`src/srca_pkg.sv`:
```
package srca_pkg;

  // request codes
  localparam logic [2:0] REQ_SEED   = 3'd0;
  localparam logic [2:0] REQ_NEXT   = 3'd1;
  localparam logic [2:0] REQ_CANARY = 3'd2;
  localparam logic [2:0] REQ_CHECK  = 3'd3;
  localparam logic [2:0] REQ_USER   = 3'd4;
  localparam logic [2:0] REQ_KERNEL = 3'd5;

  // multiplier partial product steps
  localparam logic [1:0] MSTEP_LL = 2'd0;
  localparam logic [1:0] MSTEP_LH = 2'd1;
  localparam logic [1:0] MSTEP_HL = 2'd2;

  localparam logic [63:0] MIX_MUL_A         = 64'hFF51AFD7ED558CCD;
  localparam logic [63:0] MIX_MUL_B         = 64'hC4CEB9FE1A85EC53;
  localparam logic [63:0] USER_BASE         = 64'h0000000000400000;
  localparam logic [63:0] KERNEL_BASE       = 64'hFFFFFFFF80000000;
  localparam logic [19:0] PAGE_FIELD_MASK   = 20'hFFFFF;
  localparam logic [63:0] CANARY_TERMINATOR = 64'h00FF0A0000000000;
  localparam logic [63:0] KERNEL_IMAGE_TAG  = 64'h00000000C0DEF00D;

  typedef struct packed {
    logic [2:0]  req_type;
    logic [63:0] operand_a;
    logic [63:0] operand_b;
  } req_t;

  typedef struct packed {
    logic [63:0] result_value;
    logic        ok;
  } rsp_t;

  // controller to datapath
  typedef struct packed {
    logic       load;
    logic       mul_en;
    logic [1:0] mul_step;
    logic       sel_b;
    logic       xs_load;
    logic       finish;
  } cmd_t;

  // datapath to controller
  typedef struct packed {
    logic need_mix;
  } sts_t;

endpackage

```
`src/srca_datapath.sv`:
```
module srca_datapath
  import srca_pkg::*;
(
  input  logic clk,
  input  logic rst,
  input  req_t in_data,
  input  cmd_t cmd,
  output sts_t sts,
  output rsp_t out_data
);

  logic [2:0]  req_type_q;
  logic [63:0] a_q;
  logic [63:0] b_q;
  logic [63:0] v;
  logic [63:0] acc;
  logic [63:0] random_state;
  logic        random_seeded;
  logic [63:0] canary_value;
  logic        canary_valid;

  logic [63:0] mix_in;
  logic [63:0] mul_k;
  logic [31:0] x_half;
  logic [31:0] k_half;
  logic [63:0] prod;
  logic [63:0] acc_xs;
  logic [63:0] xs_a;
  logic [63:0] xs_b;
  logic [63:0] xs_c;
  logic [63:0] page_off;
  logic [63:0] canary_new;

  logic [63:0] random_state_next;
  logic        random_seeded_next;
  logic [63:0] canary_value_next;
  logic        canary_valid_next;
  rsp_t        rsp_next;

  // fmix input and whether the request needs it
  always_comb begin
    unique case (in_data.req_type)
      REQ_USER:   mix_in = in_data.operand_a ^ in_data.operand_b;
      REQ_KERNEL: mix_in = in_data.operand_a ^ KERNEL_IMAGE_TAG;
      default:    mix_in = in_data.operand_a;
    endcase
    sts.need_mix = (in_data.req_type == REQ_USER) || (in_data.req_type == REQ_KERNEL)
                || ((in_data.req_type == REQ_SEED) && (in_data.operand_a != '0));
  end

  // one 32x32 multiplier, low 64 bits built from three partial products
  always_comb begin
    mul_k = cmd.sel_b ? MIX_MUL_B : MIX_MUL_A;
    unique case (cmd.mul_step)
      MSTEP_LL: begin
        x_half = v[31:0];
        k_half = mul_k[31:0];
      end
      MSTEP_LH: begin
        x_half = v[31:0];
        k_half = mul_k[63:32];
      end
      MSTEP_HL: begin
        x_half = v[63:32];
        k_half = mul_k[31:0];
      end
      default: begin
        x_half = '0;
        k_half = '0;
      end
    endcase
    prod   = {32'b0, x_half} * {32'b0, k_half};
    acc_xs = acc ^ (acc >> 33);
  end

  // request completion
  always_comb begin
    xs_a       = random_state ^ (random_state << 13);
    xs_b       = xs_a ^ (xs_a >> 7);
    xs_c       = xs_b ^ (xs_b << 17);
    page_off   = {32'b0, acc_xs[19:0] & PAGE_FIELD_MASK, 12'b0};
    canary_new = (xs_c ^ a_q) | CANARY_TERMINATOR;

    random_state_next  = random_state;
    random_seeded_next = random_seeded;
    canary_value_next  = canary_value;
    canary_valid_next  = canary_valid;
    rsp_next           = '0;

    unique case (req_type_q)
      REQ_SEED: begin
        if (a_q != '0) begin
          random_state_next  = acc_xs;
          random_seeded_next = (acc_xs != '0);
          rsp_next.ok        = (acc_xs != '0);
        end
      end
      REQ_NEXT: begin
        if (random_seeded) begin
          random_state_next     = xs_c;
          rsp_next.result_value = xs_c;
          rsp_next.ok           = 1'b1;
        end
      end
      REQ_CANARY: begin
        if (random_seeded) begin
          random_state_next = xs_c;
          if ((xs_c != '0) && (a_q != '0)) begin
            canary_value_next     = canary_new;
            canary_valid_next     = 1'b1;
            rsp_next.result_value = canary_new;
            rsp_next.ok           = 1'b1;
          end
        end
      end
      REQ_CHECK: begin
        rsp_next.ok = canary_valid && (a_q == b_q) && (b_q == canary_value);
      end
      REQ_USER: begin
        rsp_next.result_value = USER_BASE + page_off;
        rsp_next.ok           = 1'b1;
      end
      REQ_KERNEL: begin
        rsp_next.result_value = KERNEL_BASE + page_off;
        rsp_next.ok           = 1'b1;
      end
      default: begin
        rsp_next = '0;
      end
    endcase
  end

  always_ff @(posedge clk) begin
    if (cmd.load) begin
      req_type_q <= in_data.req_type;
      a_q        <= in_data.operand_a;
      b_q        <= in_data.operand_b;
      v          <= mix_in ^ (mix_in >> 33);
    end else if (cmd.xs_load) begin
      v <= acc_xs;
    end
    if (cmd.mul_en) begin
      if (cmd.mul_step == MSTEP_LL) begin
        acc <= prod;
      end else begin
        acc <= acc + {prod[31:0], 32'b0};
      end
    end
    if (cmd.finish) begin
      out_data <= rsp_next;
    end
  end

  always_ff @(posedge clk) begin
    if (rst) begin
      random_state  <= '0;
      random_seeded <= 1'b0;
      canary_value  <= '0;
      canary_valid  <= 1'b0;
    end else if (cmd.finish) begin
      random_state  <= random_state_next;
      random_seeded <= random_seeded_next;
      canary_value  <= canary_value_next;
      canary_valid  <= canary_valid_next;
    end
  end

endmodule

```
`src/srca_ctrl.sv`:
```
module srca_ctrl
  import srca_pkg::*;
(
  input  logic clk,
  input  logic rst,
  input  logic in_valid,
  output logic in_ready,
  output logic out_valid,
  input  logic out_ready,
  input  sts_t sts,
  output cmd_t cmd
);

  typedef enum logic [3:0] {
    S_IDLE,
    S_MA0,
    S_MA1,
    S_MA2,
    S_XS,
    S_MB0,
    S_MB1,
    S_MB2,
    S_FIN
  } state_t;

  state_t state;
  logic   accept;
  logic   fin_go;

  assign in_ready = (state == S_IDLE);
  assign accept   = in_valid && in_ready;
  assign fin_go   = (state == S_FIN) && (!out_valid || out_ready);

  always_comb begin
    cmd         = '0;
    cmd.load    = accept;
    cmd.finish  = fin_go;
    unique case (state)
      S_MA0: begin
        cmd.mul_en   = 1'b1;
        cmd.mul_step = MSTEP_LL;
      end
      S_MA1: begin
        cmd.mul_en   = 1'b1;
        cmd.mul_step = MSTEP_LH;
      end
      S_MA2: begin
        cmd.mul_en   = 1'b1;
        cmd.mul_step = MSTEP_HL;
      end
      S_XS: begin
        cmd.xs_load = 1'b1;
      end
      S_MB0: begin
        cmd.mul_en   = 1'b1;
        cmd.mul_step = MSTEP_LL;
        cmd.sel_b    = 1'b1;
      end
      S_MB1: begin
        cmd.mul_en   = 1'b1;
        cmd.mul_step = MSTEP_LH;
        cmd.sel_b    = 1'b1;
      end
      S_MB2: begin
        cmd.mul_en   = 1'b1;
        cmd.mul_step = MSTEP_HL;
        cmd.sel_b    = 1'b1;
      end
      default: begin
        cmd.mul_en = 1'b0;
      end
    endcase
  end

  always_ff @(posedge clk) begin
    if (rst) begin
      state     <= S_IDLE;
      out_valid <= 1'b0;
    end else begin
      if (fin_go) begin
        out_valid <= 1'b1;
      end else if (out_ready) begin
        out_valid <= 1'b0;
      end
      unique case (state)
        S_IDLE: begin
          if (accept) begin
            state <= sts.need_mix ? S_MA0 : S_FIN;
          end
        end
        S_MA0: state <= S_MA1;
        S_MA1: state <= S_MA2;
        S_MA2: state <= S_XS;
        S_XS:  state <= S_MB0;
        S_MB0: state <= S_MB1;
        S_MB1: state <= S_MB2;
        S_MB2: state <= S_FIN;
        S_FIN: begin
          if (fin_go) begin
            state <= S_IDLE;
          end
        end
        default: state <= S_IDLE;
      endcase
    end
  end

endmodule

```
`src/seeded_random_canary_aslr_engine.sv`:
```
// channel   beat     signals                       payload
// request   in       in_valid, in_ready, in_data   req_type, operand_a, operand_b
// response  out      out_valid, out_ready, out_data result_value, ok
//
// non-zero seed, user aslr and kernel aslr beats have their response loaded into
// the output register after the MA0-MA2, XS and MB0-MB2 states, which run the
// two fmix64 multiplies sharing one 32x32 multiplier (three partial products
// each); every other beat, a zero seed included, goes from idle to S_FIN
// no new beat is taken before the current response is loaded
// rst is synchronous: generator unseeded, no canary, no response pending
// a finished response is held in the output register while out_ready is low;
// the next request is taken as soon as the engine returns to idle
module seeded_random_canary_aslr_engine
  import srca_pkg::*;
(
  input  logic clk,
  input  logic rst,
  input  logic in_valid,
  output logic in_ready,
  input  req_t in_data,
  output logic out_valid,
  input  logic out_ready,
  output rsp_t out_data
);

  // command and status between sequencer and datapath
  cmd_t cmd;
  sts_t sts;

  // sequencer: mix steps, multiplier schedule and response handshake
  srca_ctrl u_ctrl (
    .clk       (clk),
    .rst       (rst),
    .in_valid  (in_valid),
    .in_ready  (in_ready),
    .out_valid (out_valid),
    .out_ready (out_ready),
    .sts       (sts),
    .cmd       (cmd)
  );

  // datapath: generator state, canary store, fmix64 and response register
  srca_datapath u_dp (
    .clk      (clk),
    .rst      (rst),
    .in_data  (in_data),
    .cmd      (cmd),
    .sts      (sts),
    .out_data (out_data)
  );

endmodule

```
`config.mk`:
```
export PLATFORM = sky130hd
export DESIGN_NAME = seeded_random_canary_aslr_engine
export DESIGN_NICKNAME = d
export VERILOG_FILES = /design/src/srca_pkg.sv /design/src/srca_datapath.sv /design/src/srca_ctrl.sv /design/src/seeded_random_canary_aslr_engine.sv
export SDC_FILE = /design/constraint.sdc
export NUM_CORES = 2
export LEC_CHECK = 0
export ABC_CLOCK_PERIOD_IN_PS = 13600
export BUFFER_PORTS_ARGS = -buffer_cell sky130_fd_sc_hd__buf_4
export CAP_MARGIN = 20
export CELL_PAD_IN_SITES_DETAIL_PLACEMENT = 0
export CELL_PAD_IN_SITES_GLOBAL_PLACEMENT = 1
export CORE_ASPECT_RATIO = 0.75
export CORE_MARGIN = 4
export CORE_UTILIZATION = 48
export DETAILED_ROUTE_END_ITERATION = 12
export PLACE_DENSITY_LB_ADDON = 0.1
export SYNTH_ARGS = -nofsm -noshare
export SYNTH_HDL_FRONTEND = slang
export SYNTH_HIERARCHICAL = 1
export SYNTH_SLANG_ARGS = --single-unit
```
`constraint.sdc`:
```
create_clock -name clk -period 13.6 [get_ports clk]
set_clock_uncertainty 0.15 [all_clocks]
set_input_delay 2.72 -clock clk [delete_from_list [all_inputs] [get_ports clk]]
set_output_delay 2.72 -clock clk [all_outputs]
set_load 0.02 [all_outputs]
```
After elaboration in Yosys (flattened, before gate mapping) --
Index checks and enable logic that the tools add are counted.
Word-level totals: output and inout bits 67, register bits after elaboration 459, bits of input ports 135, logic and storage cells 107
Cells by class: eq/ne operators 23, add/subtract/negate cells 3, $mul 1, muxes and demuxes 26, reductions and logical operators 33, bitwise logic cells 8
Operators with widths (number):
- two-way mux 64 bit | 5
- case mux 64 bit (2 select lines) | 2
- case mux 64 bit (4 select lines) | 1
- nonzero test 64 bit | 4
- bitwise XOR 64 bit | 4
- two-way mux 65 bit | 3
- == test 64 bit | 2
- case mux 32 bit (2 select lines) | 2
- bitwise XOR 64 x 31 -> 64 bit | 2
- adder 64 bit | 1
- multiplier 32 x 32 -> 64 bit | 1
- bitwise XOR 64 x 57 -> 64 bit | 1
- two-way mux 62 bit | 1
- case mux 4 bit (9 select lines) | 1
- adder 32 x 33 -> 34 bit (first input constant) | 1
- adder 23 x 32 -> 33 bit (first input constant) | 1
- == test 4 x 3 -> 1 bit (second input constant) | 4
- inverter 15 bit | 1
- == test 3 bit (second input constant) | 4
- two-way mux 4 bit | 3
- OR reduction 2 bit | 6
- == test 4 x 2 -> 1 bit (second input constant) | 2
- AND reduction 4 bit | 2
- == test 3 x 2 -> 1 bit (second input constant) | 2
- other kinds (21) | 38

Longest topological paths before layout --
depth after elaboration 9, depth in mapped cells 43, gate-level depth less buffers 40

Cells and area by module --
The synthesis kept the hierarchy.
By module, submodules not included:
- srca_datapath | cells each 5526, area each 54189.5 µm², sequential area each 12131.6 µm², instances 1
- srca_ctrl | cells each 35, area each 326.6 µm², sequential area each 100.1 µm², instances 1

Least setup slack after synthesis --
Ideal clock, no wire load.
path kind flip-flop to flip-flop, start reg u_ctrl.state[1], end reg u_dp.acc[63], data pin, setup time 0.180 ns, stages on the path, launching flop included 38, clock period less this slack 10.844 ns, slack 2.756 ns, buffers on the path 3, data arrival time 10.514 ns, data required time 13.270 ns, path through dfxtp_1 buf_6 nor2_1 nor2_1 and2_1 clkbuf_1 nand2_1 nor2_1 nand2_1 fa_1 inv_1 fa_1 fa_1 inv_1 fa_1 inv_1 fa_1 inv_1 (+2 left out) fa_1 fa_1 ha_1 clkbuf_1 a21oi_1 o21ai_0 a221oi_1 a21boi_0 o21bai_1 xor2_1 ha_1 a21o_1 a211o_1 nor3b_1 a21oi_1 a311oi_1 xnor2_1 a221oi_1
RTL lines:
- start, declared | line srca_ctrl.sv:26 | state_t state;
- start signal, assigned | line srca_ctrl.sv:88 | state <= sts.need_mix ? S_MA0 : S_FIN;
- end signal, assigned | line srca_datapath.sv:144 | acc <= prod;
- end signal, assigned | line srca_datapath.sv:146 | acc <= acc + {prod[31:0], 32'b0};
- end, declared | line srca_datapath.sv:16 | logic [63:0] acc;

==> impl_results.md <==
- Seq/Total Area, Yosys: 22.44%
- Max Buffers Root-to-Sink: 3
- Relative slew slack: 4.809%
- First-pass GRT wire length: 335.0 mm
- Crit path launch type: flop
- Simple-Gate Fraction of Synth Area: 11.25%
- Tcrit/Tclk final: 87.41%
- Slowest-stage cell, CP: nor2_1
- Mux contribution to synthesized area: 0.4154%
- Delay-heaviest family, CP: adder cells
- Post-synth EDFFs: around 320
- Crit end category: flop
- Slew @ Worst Pin: 1.418 ns
- Req. time, crit path: approximately 14 ns
- Initial DRC Count: 6246
- Final setup fails: 0
- Status: completed
- Max Cap Viol: 0
- Post-layout net count: 7071
- Post-CTS Setup Bufs: 0
- Netlist cell types: 91
- FP Rows: 106
- CTS Buf Count: 43
- Buf+Inv Stages, Crit Path: 6
- Area leader, netlist: fa_1
- Top Ports: 202
- Worst hold path class: reg2reg
- DR WL/cell: 32.89 um
- Worst setup margin: 1.712 ns
- Post-synthesis compound-gate area fraction: 9.389%
- # placed instances: 7200
- Ys Warns: 6
- Arr. time, crit path: 12.15 ns
- Top cell by count, worst path: fa_1
- Most common cell after layout, fill and taps aside: inv_1
- Post-synthesis sequential element count: 449
- Post-synthesis async set-or-reset flop share: 0%
- Fmax: 84.12 MHz
- Commonest cells after routing, fill and taps aside: inv_1, fa_1, nand2_1
- Initial antenna violation count: 8
- Max-slew violation count: 0
- Drt pass-1 iters: 6
- CTS root buf: clkbuf_16
- DRC viols: 0
- Crit path max fanout: 27
- RSZ-0062 raised after global routing: false
- Avg Synthesized Cell Area: 9.803 um2
- Die X: 397.1 um
- Syn nets: between 6k and 7k
- Sink Count: 449
- Max stage delay on crit path: 0.72 ns
- Die ar.: 119100 um2
- H-tree depth: 2
- Setup TNS: 0 ns
- GP Congestion: 1.074
- Buffers on Ports: about 200
- Detail Route Antenna Nets: 0
- Setup WS pre-CTS: 1.565 ns
- CTS tree: done
- Mapped Area: ~55000 um2
- Yosys top cell area share: 31.65%
- Area delta synth->final: 9.447%
- Final min period: 11.89 ns
- Final core area utilization: 53.24%
- Skew-Pair Late Insertion Delay: 0.60 ns
- Detailed placer's ending HPWL: a little over 200 mm
- Core area: 112100 um2
- Clk pin slew, worst setup/hold paths: ~0.07 ns
- Final Non-Filler Cells: 7302
- Ys flop type: edfxtp_1
- Area share of fa/ha/maj cells after synthesis: 39.23%
- Pin count of the biggest net entering global routing: 100
- Detailed-route vias per instance: 6.022
- Total grt overflow: 0
- Cts repair resizes: 0
- Setup Crit Path Kind: reg2reg
- Hold Fails Final Rpt: 0
- Die height: 299.9 um
- DR vias: 43.97k
- Ranking of synthesized cells by area: fa_1, edfxtp_1, ha_1, inv_1, xnor2_1
- Gr usage total: between 40% and 50%
- Largest family of logic cells by synthesized area: adder cells
- Final wirelength: 240.1 mm
- Layout cells sized above 1: around 8.1%
- Vias in the first global route: about 43k
- Synth Instances: 5561
- Post-synthesis xor/xnor area fraction: 8.591%
- Hold buffer count at CTS: 0
- Initial Util: approximately half
synth_stat cells, drive strengths merged (59+ instances only):
| cell type | number |
|---|---|
| clkbuf | 144 |
| xor2 | 221 |
| xnor2 | 300 |
| inv | 1063 |
| fa | 862 |
| a21oi | 288 |
| o21ai | 167 |
| dfxtp | 125 |
| ha | 330 |
| nand2 | 447 |
| edfxtp | 324 |
| and2 | 59 |
| nor2 | 403 |
| nor4 | 69 |
| nand3 | 85 |
final timing paths:
check,slack [ns],to,start,cells after the start
worst max-delay path,1.71,u_dp/acc[63],u_ctrl/state[3],37
worst min-delay path,0.32,u_dp/canary_value[22],u_dp/canary_value[22],2
worst max register to register,1.71,u_dp/acc[63],u_ctrl/state[3],37
worst min register to register,0.32,u_dp/canary_value[22],u_dp/canary_value[22],2
state kept, by name, indices dropped and copies added, names as in the netlist:
register and flops:
u_dp/random_seeded 1, u_dp/req_type_q 3, u_dp/b_q 64, u_dp/out_data 65
u_dp/acc 64, u_ctrl/out_valid 1, u_dp/canary_value 55, u_dp/random_state 64
u_dp/a_q 64, u_dp/v 64, u_ctrl/state 4
worst min-delay path: cells and delay by family (launching register included):
kind | cells | cell delay, ns
DFF | 1 | 0.31
and+or+nand+nor | 1 | 0.06
AOI/OAI and AO/OA | 1 | 0.05
routing by layer:
metal	vias to the layer above	track usage [%]	share of wire, %
li1	18300	-	-
met1	22470	61.92	44
met2	2889	51.95	38
met3	310	17.65	16
met4	2	7.426	2.3
met5	-	0	0.0050
layout make-up:
| class | count | area, um2 |
|---|---|---|
| tap | 1512 | 1892 |
| timing repair buffer | 318 | 2445 |
| antenna | 12 | 30.03 |
| sequential | 449 | 12230 |
| clock buffer | 60 | 1254 |
| inverter | 1063 | 3990 |
| fill | 10320 | 52400 |
| multi-input combinational | 3869 | 37680 |
| clock inverter | 19 | 145.1 |
cells by family (layout without fill, tap and decap cells):
logic type | count (synthesis) | in the layout
AOI/OAI and AO/OA | 807 | 807
xor gates and xnor gates | 522 | 522
adders and majority gates | 1192 | 1192
buffers and inverters | 1243 | 1460
DFF | 449 | 449
muxes | 21 | 21
other | 0 | 12
and+or+nand+nor | 1327 | 1327
stage by stage:
step	cell area [um2]	hold WS, ns
floorplan	54520	0.2819
global placement	58100	0.2912
detailed placement	58100	0.2996
CTS	59500	0.3137
global route	59640	0.3327
finish	59670	0.3159
Power is not shown: default switching activity piles up to over one toggle a cycle in this logic, so the estimate is an artifact.
